### config.mk
export PLATFORM = sky130hd
export DESIGN_NAME = lis_ctrl
export DESIGN_NICKNAME = d
export VERILOG_FILES = /design/src/sv/lis_pkg.sv /design/src/sv/lis_ctrl.sv
export SDC_FILE = /design/constraint.sdc
export NUM_CORES = 1
export LEC_CHECK = 0
export ABC_AREA = 1
export BUFFER_PORTS_ARGS = -buffer_cell sky130_fd_sc_hd__buf_2
export CELL_PAD_IN_SITES_DETAIL_PLACEMENT = 1
export CELL_PAD_IN_SITES_GLOBAL_PLACEMENT = 1
export CORE_MARGIN = 2
export CORE_UTILIZATION = 28
export DETAILED_ROUTE_END_ITERATION = 10
export GPL_TIMING_DRIVEN = 0
export PLACE_DENSITY = 0.85
export SLEW_MARGIN = 20
export SYNTH_ARGS = -nofsm -noshare
export SYNTH_HDL_FRONTEND = slang
export SYNTH_SLANG_ARGS = --single-unit
### constraint.sdc
create_clock -name i_clk -period 1.6 [get_ports i_clk]
set_clock_uncertainty 0.2 [all_clocks]
set_input_delay 0.48 -clock i_clk [delete_from_list [all_inputs] [get_ports i_clk]]
set_output_delay 0.48 -clock i_clk [all_outputs]
set_load 0.01 [all_outputs]
### src/sv/lis_pkg.sv
package lis_pkg;

    localparam int MAX_ITEMS = 1024;

    typedef enum logic [1:0] {
        CMD_PUSH  = 2'd0,
        CMD_POP   = 2'd1,
        CMD_TAIL  = 2'd2,
        CMD_QLEN  = 2'd3
    } t_cmd;

    typedef enum logic [1:0] {
        ST_OK    = 2'd0,
        ST_EMPTY = 2'd1,
        ST_FULL  = 2'd2,
        ST_RANGE = 2'd3
    } t_status;

    typedef enum logic [3:0] {
        S_IDLE,
        S_DISPATCH,
        S_SRCH_RD,
        S_SRCH_WAIT,
        S_SRCH_CMP,
        S_PUSH_RD,
        S_PUSH_WAIT,
        S_PUSH_WR,
        S_POP_RD,
        S_POP_WAIT,
        S_POP_B_RD,
        S_POP_B_WAIT,
        S_TAIL_RD,
        S_TAIL_WAIT,
        S_DONE
    } t_state;

    typedef struct packed {
        logic load;       // capture input transaction
        logic srch_init;
        logic srch_rd;    // issue tail read at mid
        logic srch_step;  // update lo/hi from read data
        logic top_rd;     // read level_top at found level
        logic push_wr;    // write all stores for push
        logic pop_rd;     // read element entry of the last element
        logic pop_b_rd;   // read store entry of element beneath
        logic pop_wr;     // write restored tail/top, or shrink levels
        logic tail_rd;    // read tail for cmd 2
        logic tail_cap;
        logic finish;     // form result
    } t_ctrl;

    typedef struct packed {
        t_cmd cmd;
        logic full;
        logic empty;
        logic range_bad;
        logic srch_done;
        logic new_level;
        logic below_zero;
    } t_stat;

endpackage

### src/sv/lis_ctrl.sv
module lis_ctrl (
    input  logic          i_clk,
    input  logic          i_rst_n,
    input  logic          i_in_valid,
    output logic          o_in_ready,
    output logic          o_out_valid,
    input  logic          i_out_ready,
    input  lis_pkg::t_stat i_stat,
    output lis_pkg::t_ctrl o_ctrl
);
    import lis_pkg::*;

    t_state r_state, n_state;
    logic   r_out_valid, n_out_valid;

    always_ff @(posedge i_clk) begin
        if (!i_rst_n) begin
            r_state     <= S_IDLE;
            r_out_valid <= 1'b0;
        end else begin
            r_state     <= n_state;
            r_out_valid <= n_out_valid;
        end
    end

    always_comb begin
        n_state = r_state;
        case (r_state)
            S_IDLE:       if (i_in_valid) n_state = S_DISPATCH;
            S_DISPATCH: begin
                case (i_stat.cmd)
                    CMD_PUSH: n_state = i_stat.full ? S_DONE : S_SRCH_RD;
                    CMD_POP:  n_state = i_stat.empty ? S_DONE : S_POP_RD;
                    CMD_TAIL: n_state = i_stat.range_bad ? S_DONE : S_TAIL_RD;
                    default:  n_state = S_SRCH_RD;
                endcase
            end
            S_SRCH_RD:    n_state = i_stat.srch_done ?
                              ((i_stat.cmd == CMD_PUSH) ? S_PUSH_RD : S_DONE) : S_SRCH_WAIT;
            S_SRCH_WAIT:  n_state = S_SRCH_CMP;
            S_SRCH_CMP:   n_state = S_SRCH_RD;
            S_PUSH_RD:    n_state = S_PUSH_WAIT;
            S_PUSH_WAIT:  n_state = S_PUSH_WR;
            S_PUSH_WR:    n_state = S_DONE;
            S_POP_RD:     n_state = S_POP_WAIT;
            S_POP_WAIT:   n_state = S_POP_B_RD;
            S_POP_B_RD:   n_state = i_stat.below_zero ? S_DONE : S_POP_B_WAIT;
            S_POP_B_WAIT: n_state = S_DONE;
            S_TAIL_RD:    n_state = S_TAIL_WAIT;
            S_TAIL_WAIT:  n_state = S_DONE;
            S_DONE:       if (!r_out_valid || i_out_ready) n_state = S_IDLE;
            default:      n_state = S_IDLE;
        endcase
    end

    always_comb begin
        o_ctrl = '0;
        o_in_ready = 1'b0;
        n_out_valid = r_out_valid && !i_out_ready;
        case (r_state)
            S_IDLE: begin
                o_in_ready = 1'b1;
                o_ctrl.load = i_in_valid;
            end
            S_DISPATCH:   o_ctrl.srch_init = 1'b1;
            S_SRCH_RD:    o_ctrl.srch_rd = 1'b1;
            S_SRCH_CMP:   o_ctrl.srch_step = 1'b1;
            S_PUSH_RD:    o_ctrl.top_rd = 1'b1;
            S_PUSH_WR:    o_ctrl.push_wr = 1'b1;
            S_POP_RD:     o_ctrl.pop_rd = 1'b1;
            S_POP_B_RD: begin
                o_ctrl.pop_b_rd = 1'b1;
                o_ctrl.pop_wr = i_stat.below_zero;
            end
            S_POP_B_WAIT: o_ctrl.pop_wr = 1'b1;
            S_TAIL_WAIT:  o_ctrl.tail_cap = 1'b1;
            S_DONE: begin
                if (!r_out_valid || i_out_ready) begin
                    o_ctrl.finish = 1'b1;
                    n_out_valid = 1'b1;
                end
            end
            default: ;
        endcase
    end

    assign o_out_valid = r_out_valid;
endmodule

# Word-level counts from Yosys, hierarchy flattened
# Cells that the tools add are included.
# totals
elab_cells,53
regBits,5
inputBits,12
out_inout_bits,14
# classes
reduce_logical,8
n_eq_ne,18
mux,25
# op_table
operator,n
one-hot mux 4 bit (13 select lines),1
"equality test 4 bit, second input constant",7
two-way mux 4 bit,5
"equality test 4 x 3 -> 1 bit, second input constant",4
two-way mux 1 bit,14
one-hot mux 4 bit (3 select lines),1
"equality test 4 x 2 -> 1 bit, second input constant",2
two-way mux 3 bit,2
"equality test 4 x 1 -> 1 bit, second input constant",1
zero test 4 bit,1
"!= test 2 bit, second input constant",2
OR reduction 3 bit,1
"equality test 2 x 1 -> 1 bit, second input constant",1
"equality test 2 bit, second input constant",1
zero test 1 bit,2
zero test 2 bit,1
two-way mux 2 bit,1
one-hot mux 1 bit (2 select lines),1
AND reduction 2 bit,1
logical AND 1 bit,1
logical OR 1 bit,1

# Depth between registers and ports, before layout
# Gate-level depths: netlist of run 1.
# logic_depth
depth_word,4
ltp_mapped,10
ltp_nobuf,10

# Least setup slack after synthesis of run 1
# No wires, ideal clock.
# synth_path
path_kind,reg-to-output
start,register r_state[3]
end,output o_ctrl[3] (netlist name)
n_path_buf,0
required_ns,0.920
stages_incl_launch_ff,5
arrival_ns,0.959
path_slack_ns,-0.039
path_cell_list,dfxtp_1 -> inv_2 -> nor2_2 -> nand2_1 -> o21ai_0
# synth_rtl
item,line_no,rtl
from (decl),lis_ctrl.sv:13,"t_state r_state, n_state;"
from (signal assigned),lis_ctrl.sv:21,r_state <= n_state;
to (decl),lis_ctrl.sv:9,output lis_pkg::t_ctrl o_ctrl

==> results of run 1 <==
## cells in the final DEF (no fill, tap or decap), types with 2 or more instances in the layout
cell type,Yosys,routed
nand2_4,0,2
a21oi_2,0,2
o21ai_1,2,3
buf_4,1,6
nor2_4,2,8
nand2_1,22,15
ha_4,0,3
nor2_1,24,19
nand2_2,0,5
inv_4,0,6
clkbuf_4,0,3
o21ai_0,3,2
inv_2,3,6
dfxtp_4,0,4
inv_1,26,16
nand3_1,9,8
buf_6,0,4
buf_2,0,19
## routing by layer
metal	part of all wire, %	wire length, um	vias up
li1	-	-	390
met2	56	1470	25
met3	3.3	87	4
met1	39	1030	372
met4	1.6	42	0
met5	0	0	-
## final cells by class
| class | instances | area, um^2 |
|---|---|---|
| fill | 277 | 977 |
| multi-input combinational | 75 | 495 |
| timing repair buffer | 28 | 178 |
| inverter | 29 | 129 |
| sequential | 5 | 115 |
| tap | 27 | 33.8 |
| clock buffer | 4 | 26.3 |
| buffer | 1 | 7.51 |
## how the worst max path moves through the flow
| stage | cells after the start | to | startpoint | slack, ns |
|---|---|---|---|---|
| floorplan | 4 | o_ctrl[0] | r_state[3] | 0.007 |
| global placement | 11 | r_state[2] | i_stat[6] | -0.16 |
| detailed placement | 11 | r_state[2] | i_stat[6] | -0.23 |
| CTS | 5 | o_ctrl[10] | r_state[0] | -0.23 |
| global route | 5 | o_ctrl[3] | r_state[1] | -0.34 |
| finish | 5 | o_ctrl[0] | r_state[2] | -0.29 |
## logic make-up after synthesis
family / after synthesis / share of synthesized area (%)
fa+ha+maj: 4 / 8.53
buf+inv: 30 / 19.8
flops: 5 / 17.1
compound gates: 9 / 8.95
other cells: 1 / 0.639
simple gates: 61 / 45.0
## flip-flops by register name, summed over array words and instances, names as in the netlist
signal and count:
r_state 4, o_out_valid 1
## repair_timing
| action | 4_1_cts | 5_1_grt |
|---|---|---|
| pin swaps | 3 | 15 |
| setup buffers | 2 | 3 |
| setup endpoints to repair | 12 | 15 |
| gates resized for setup | 31 | 31 |
## per-stage QoR
step / setup WS (ns) / utilization [%] / hold WS [ns]
floorplan: 0.00667 / - / 0.312
global placement: -0.157 / 37.5 / 0.278
detailed placement: -0.233 / 37.5 / 0.294
CTS: -0.234 / 43.8 / 0.259
global route: -0.340 / 50.2 / 0.275
finish: -0.295 / 50.2 / 0.268
## worst max-delay path: cells and delay by family, from the launching register on
family	cells	cell delay, ns
buffers and inverters	2	0.21
and+or+nand+nor	2	0.25
DFF	1	0.40
AOI/OAI and AO/OA	1	0.11
## power groups by stage
stage	clock network [uW]	registers [uW]	logic (uW)
floorplan	0	213	492
finish	154	306	1020
CTS	151	286	833
global route	171	313	1110
global placement	0	218	681
detailed placement	0	223	712
==> flow_summary.ini, run 1 <==
[timing]
fin_crit_sh_pct = 118
period_minus_slack_ns = 1.89
final-setup-viol-count = 12
timing.final.ws_setup_ns = -0.295
slew_viol_final = 0
final-hold-violation-count = 0
fmax_mhz = 528
rsz0062_at_grt = yes
setup_tns_ns = -2.33

[clocking]
insertion_delay_ns = 0.25
clock_path_buffers = 2
path_clk_slew_ns = 0.05
cts_hold_buf = 0
cts.sink_count = 5
cts_root_buf = clkbuf_4
htree_num_levels = 1
cts_buffers = 3
cts_tree = yes

[power_and_ir_drop]
comb_power_share_pct = 68.9
pwr-share-seq_pct = 20.7
swShare_pct = 54.2
internal-power_uw = 678
p_per_area_nw_per_um2 = 1500
peakVddDrop_v = 0.000832
leakagePower_uw = 0.000558
power_frac_clock_pct = 10.4
power.switching_uw = 802
power_uw = 1480

[cells_and_area]
antenna_cells = 0
fin_nets = 159
layout-drive-gt1-share_pct = 51.4
final_cell_count_no_fill = 169
finish.instance_area_um2 = 985
area_delta_synth_final_pct = 67.8

[synthesis]
syn_area_um2 = 587
async_flop_share_pct = 0
synth_fp_nets = 126
ys_ff_latch = 5
syn_avg_cell_area_um2 = 5.33
ys.warnings.count = 0
yosys_most_used_dff = dfxtp_1
synth.area.top_cells = dfxtp_1 17%, inv_1 17%, nor2_1 15%
synth_most_common_cell = inv_1
synth_cell_type_count = 17
yosys.area.top_type = dfxtp_1
synth_common_cells = 26 x inv_1, 24 x nor2_1, 22 x nand2_1
syn_inst = 110
ys_seq_area_share_pct = 17.1
synth_top_area_share_pct = 17.1
synth_edf_count = 0

[grt]
use_met2_pct = 39.1
grt_pass1_vias = 838
grt_max_degree = 7
grtUsageTotal_pct = 20.2
grt_overflow = 0
use_met1_pct = 21.4
antenna_found_initial = 0
grt_pass1_wl_um = 3760
use_met3_pct = 2.12
top_usage_layer = met2

[die]
die_y_um = 49.8
start_util_pct = 29.9
core_area_um2 = 1960
die_area_um2 = 2480
die_w_um = 49.8
rows = 16
io_pins = 26

[setup_path]
critical_path_required_ns = 0.92
reg2regPathDepth = 8
rrSetupSlack_ns = 0.04
worst_path_max_delay_cell = dfxtp_4
path_cells = nand2_2 > nor2_4 > inv_2 > a21oi_2 > buf_2
worst_path_largest_cell_delay_ns = 0.40
end_kind = output port
r2r_end = r_state[2]
r2r-start = r_state[1]
worst-path-max-fanout = 5
crit_arrival_ns = 1.21
critPathLaunchType = flop
crit_type = flop to output port

[placed_design]
hpwlAfterDp_um = 1650
dp_cells = 160
placed_cell_area_um2 = 736
numPortBuffers = 23
gp_congestion = 0.806

[drt]
dr.pass1.iters = 4
wire_per_inst_um = 15.6
ant_nets = 0
vias = 791
route.detailed.drc = 0
totalWireLength_um = 2640
drt_iter0_drc = 8
post_drt_via_cell_ratio = 4.68

[outcome]
run_status = complete, but fails checks
violations = negative setup slack

[min_path]
holdCritStartpoint = i_rst_n
hold_end = r_state[1]
hold_depth = 3
worstHoldPathType = input port to flop

[flow_run]
cap_violations = 0
Note: power is estimated with default switching activity, not from simulation.
==> run 2: changes to the inputs <==
- ABC_AREA: 1 -> not set
- CORE_UTILIZATION: 28 -> 30
==> flow_summary.ini, run 2 <==
[cells_and_area]
fillers = 190
fin_nets = 155
finish.instance_area_um2 = 1280
layout-drive-gt1-share_pct = 75.4
antenna_cells = 0
largest_register = r_state
layout_commonest_cell = buf_4
mostFrequentLayoutCells = 28 x buf_4, 19 x buf_2, 12 x buf_6, 5 x nor3_2
area_delta_synth_final_pct = 127
fin_util_pct = 73.1
largest_register_ffs = 4

[grt]
antenna_found_initial = 0
grt_max_degree = 10
grt_pass1_wl_um = 4490
grt_overflow = 0
grt_pass1_vias = 864
grtUsageTotal_pct = 30.5

[setup_path]
critical_path_required_ns = 0.92
end_kind = output port
critPathLaunchType = flop
worst-path-max-fanout = 5
crit_arrival_ns = 1.40
crit_type = flop to output port
rrSetupSlack_ns = -0.38

[die]
rows = 15
die_y_um = 47.3
core_area_um2 = 1750
io_pins = 26
start_util_pct = 32.3
die_area_um2 = 2240
die_w_um = 47.3

[power_and_ir_drop]
p_per_area_nw_per_um2 = 1840
leakagePower_uw = 0.000622
peakVddDrop_v = 0.00119
power_uw = 2350

[clocking]
cts_root_buf = clkbuf_4
path_clk_slew_ns = 0.06
cts_hold_buf = 0
clock_path_buffers = 2
cts.sink_count = 5
cts_tree = yes
cts_buffers = 3
htree_num_levels = 1
insertion_delay_ns = 0.27

[min_path]
worstHoldPathType = input port to flop

[timing]
period_minus_slack_ns = 2.08
fmax_mhz = 480
final-setup-viol-count = 15
timing.final.ws_setup_ns = -0.484
fin_crit_sh_pct = 130
final-hold-violation-count = 0
rsz0062_at_grt = yes
slew_viol_final = 0
slew_headroom_pct = 65.4
worstMarginPinSlew_ns = 0.512

[placed_design]
gp_congestion = 0.780
numPortBuffers = 23
placed_cell_area_um2 = 774
hpwlAfterDp_um = 1400

[synthesis]
synth_cell_type_count = 35
async_flop_share_pct = 0
synth_fp_nets = 94
synth_top_area_share_pct = 17.8
yosys_most_used_dff = dfxtp_1
synth_edf_count = 0
yosys.area.top_type = dfxtp_1
synth.area.top_cells = dfxtp_1 18%, ha_1 8.9%, nor3_1 6.2%
synth_common_cells = 7 x inv_1, 7 x nor3_1, 5 x dfxtp_1, 5 x nor2_1
syn_area_um2 = 563
ys_seq_area_share_pct = 17.8
ys.warnings.count = 0
syn_inst = 78
ys_ff_latch = 5
syn_avg_cell_area_um2 = 7.22

[drt]
wire_per_inst_um = 26.5
dr.pass1.iters = 4
vias = 945
totalWireLength_um = 4330
ant_nets = 0
drt_iter0_drc = 32
route.detailed.drc = 0
post_drt_via_cell_ratio = 5.80

[outcome]
run_status = complete, but fails checks
violations = negative setup slack

[flow_run]
cap_violations = 0
run 2: per-stage QoR:
step | setup WS, ns | instances | hold WS, ns | TNS (ns)
2_1_floorplan | -0.143 | 78 | 0.320 | -0.173
4_1_cts | -0.322 | 152 | 0.306 | -3.08
6_report | -0.484 | 163 | 0.289 | -5.21
3_5_place_dp | -0.239 | 126 | 0.315 | -1.77
3_3_place_gp | -0.220 | 126 | 0.289 | -1.43
5_1_grt | -0.473 | 163 | 0.283 | -5.46
run 2: layout make-up:
| type | count | area, um^2 | share of cell area (%) |
|---|---|---|---|
| tap | 25 | 31.3 | 2.45 |
| inverter | 7 | 28.8 | 2.25 |
| clock buffer | 4 | 26.3 | 2.06 |
| sequential | 5 | 110 | 8.63 |
| multi-input combinational | 58 | 554 | 43.4 |
| timing repair buffer | 57 | 435 | 34.1 |
| buffer | 7 | 90.1 | 7.06 |
run 2: final timing paths:
path               startpoint          end  cells after the start
setup / recovery   r_state[2]    o_ctrl[0]                      5
hold / removal        i_rst_n   r_state[1]                      2
setup reg to reg   r_state[2]   r_state[0]                      7
hold reg to reg   o_out_valid  o_out_valid                      2
run 2: power breakdown:
group	internal [uW]	total, uW	switching [uW]
registers	184	237	52.8
logic	983	1930	951
clock network	96.2	178	81.9
total	1260	2350	1090
run 2: cells by family after synthesis:
group / synth area share, %
flops: 17.8
compound gates: 26.0
other cells: 0.666
simple gates: 29.3
buf+inv: 14.2
fa+ha+maj: 8.89
xor+xnor: 3.11
run 2: repair_timing:
| item | in CTS | in global routing |
|---|---|---|
| gates resized for setup | 31 | 25 |
| pin swaps | 7 | 9 |
| cloned | 0 | 1 |
| setup endpoints to repair | 12 | 16 |
| buffers inserted | 23 | 13 |
run 2: worst max-delay path, cell delays in order (launching register included):
cell     delay, ns
dfxtp_2       0.35
buf_6         0.13
buf_8         0.13
nand4_1       0.22
nor2b_2       0.17
buf_2         0.14
run 2: per-layer routing:
| metal | wire length, um | GRT usage, % |
|---|---|---|
| met2 | 2070 | 51.9 |
| met3 | 352 | 7.69 |
| met5 | 0 | 0 |
| met1 | 1740 | 36.4 |
| met4 | 161 | 12.2 |
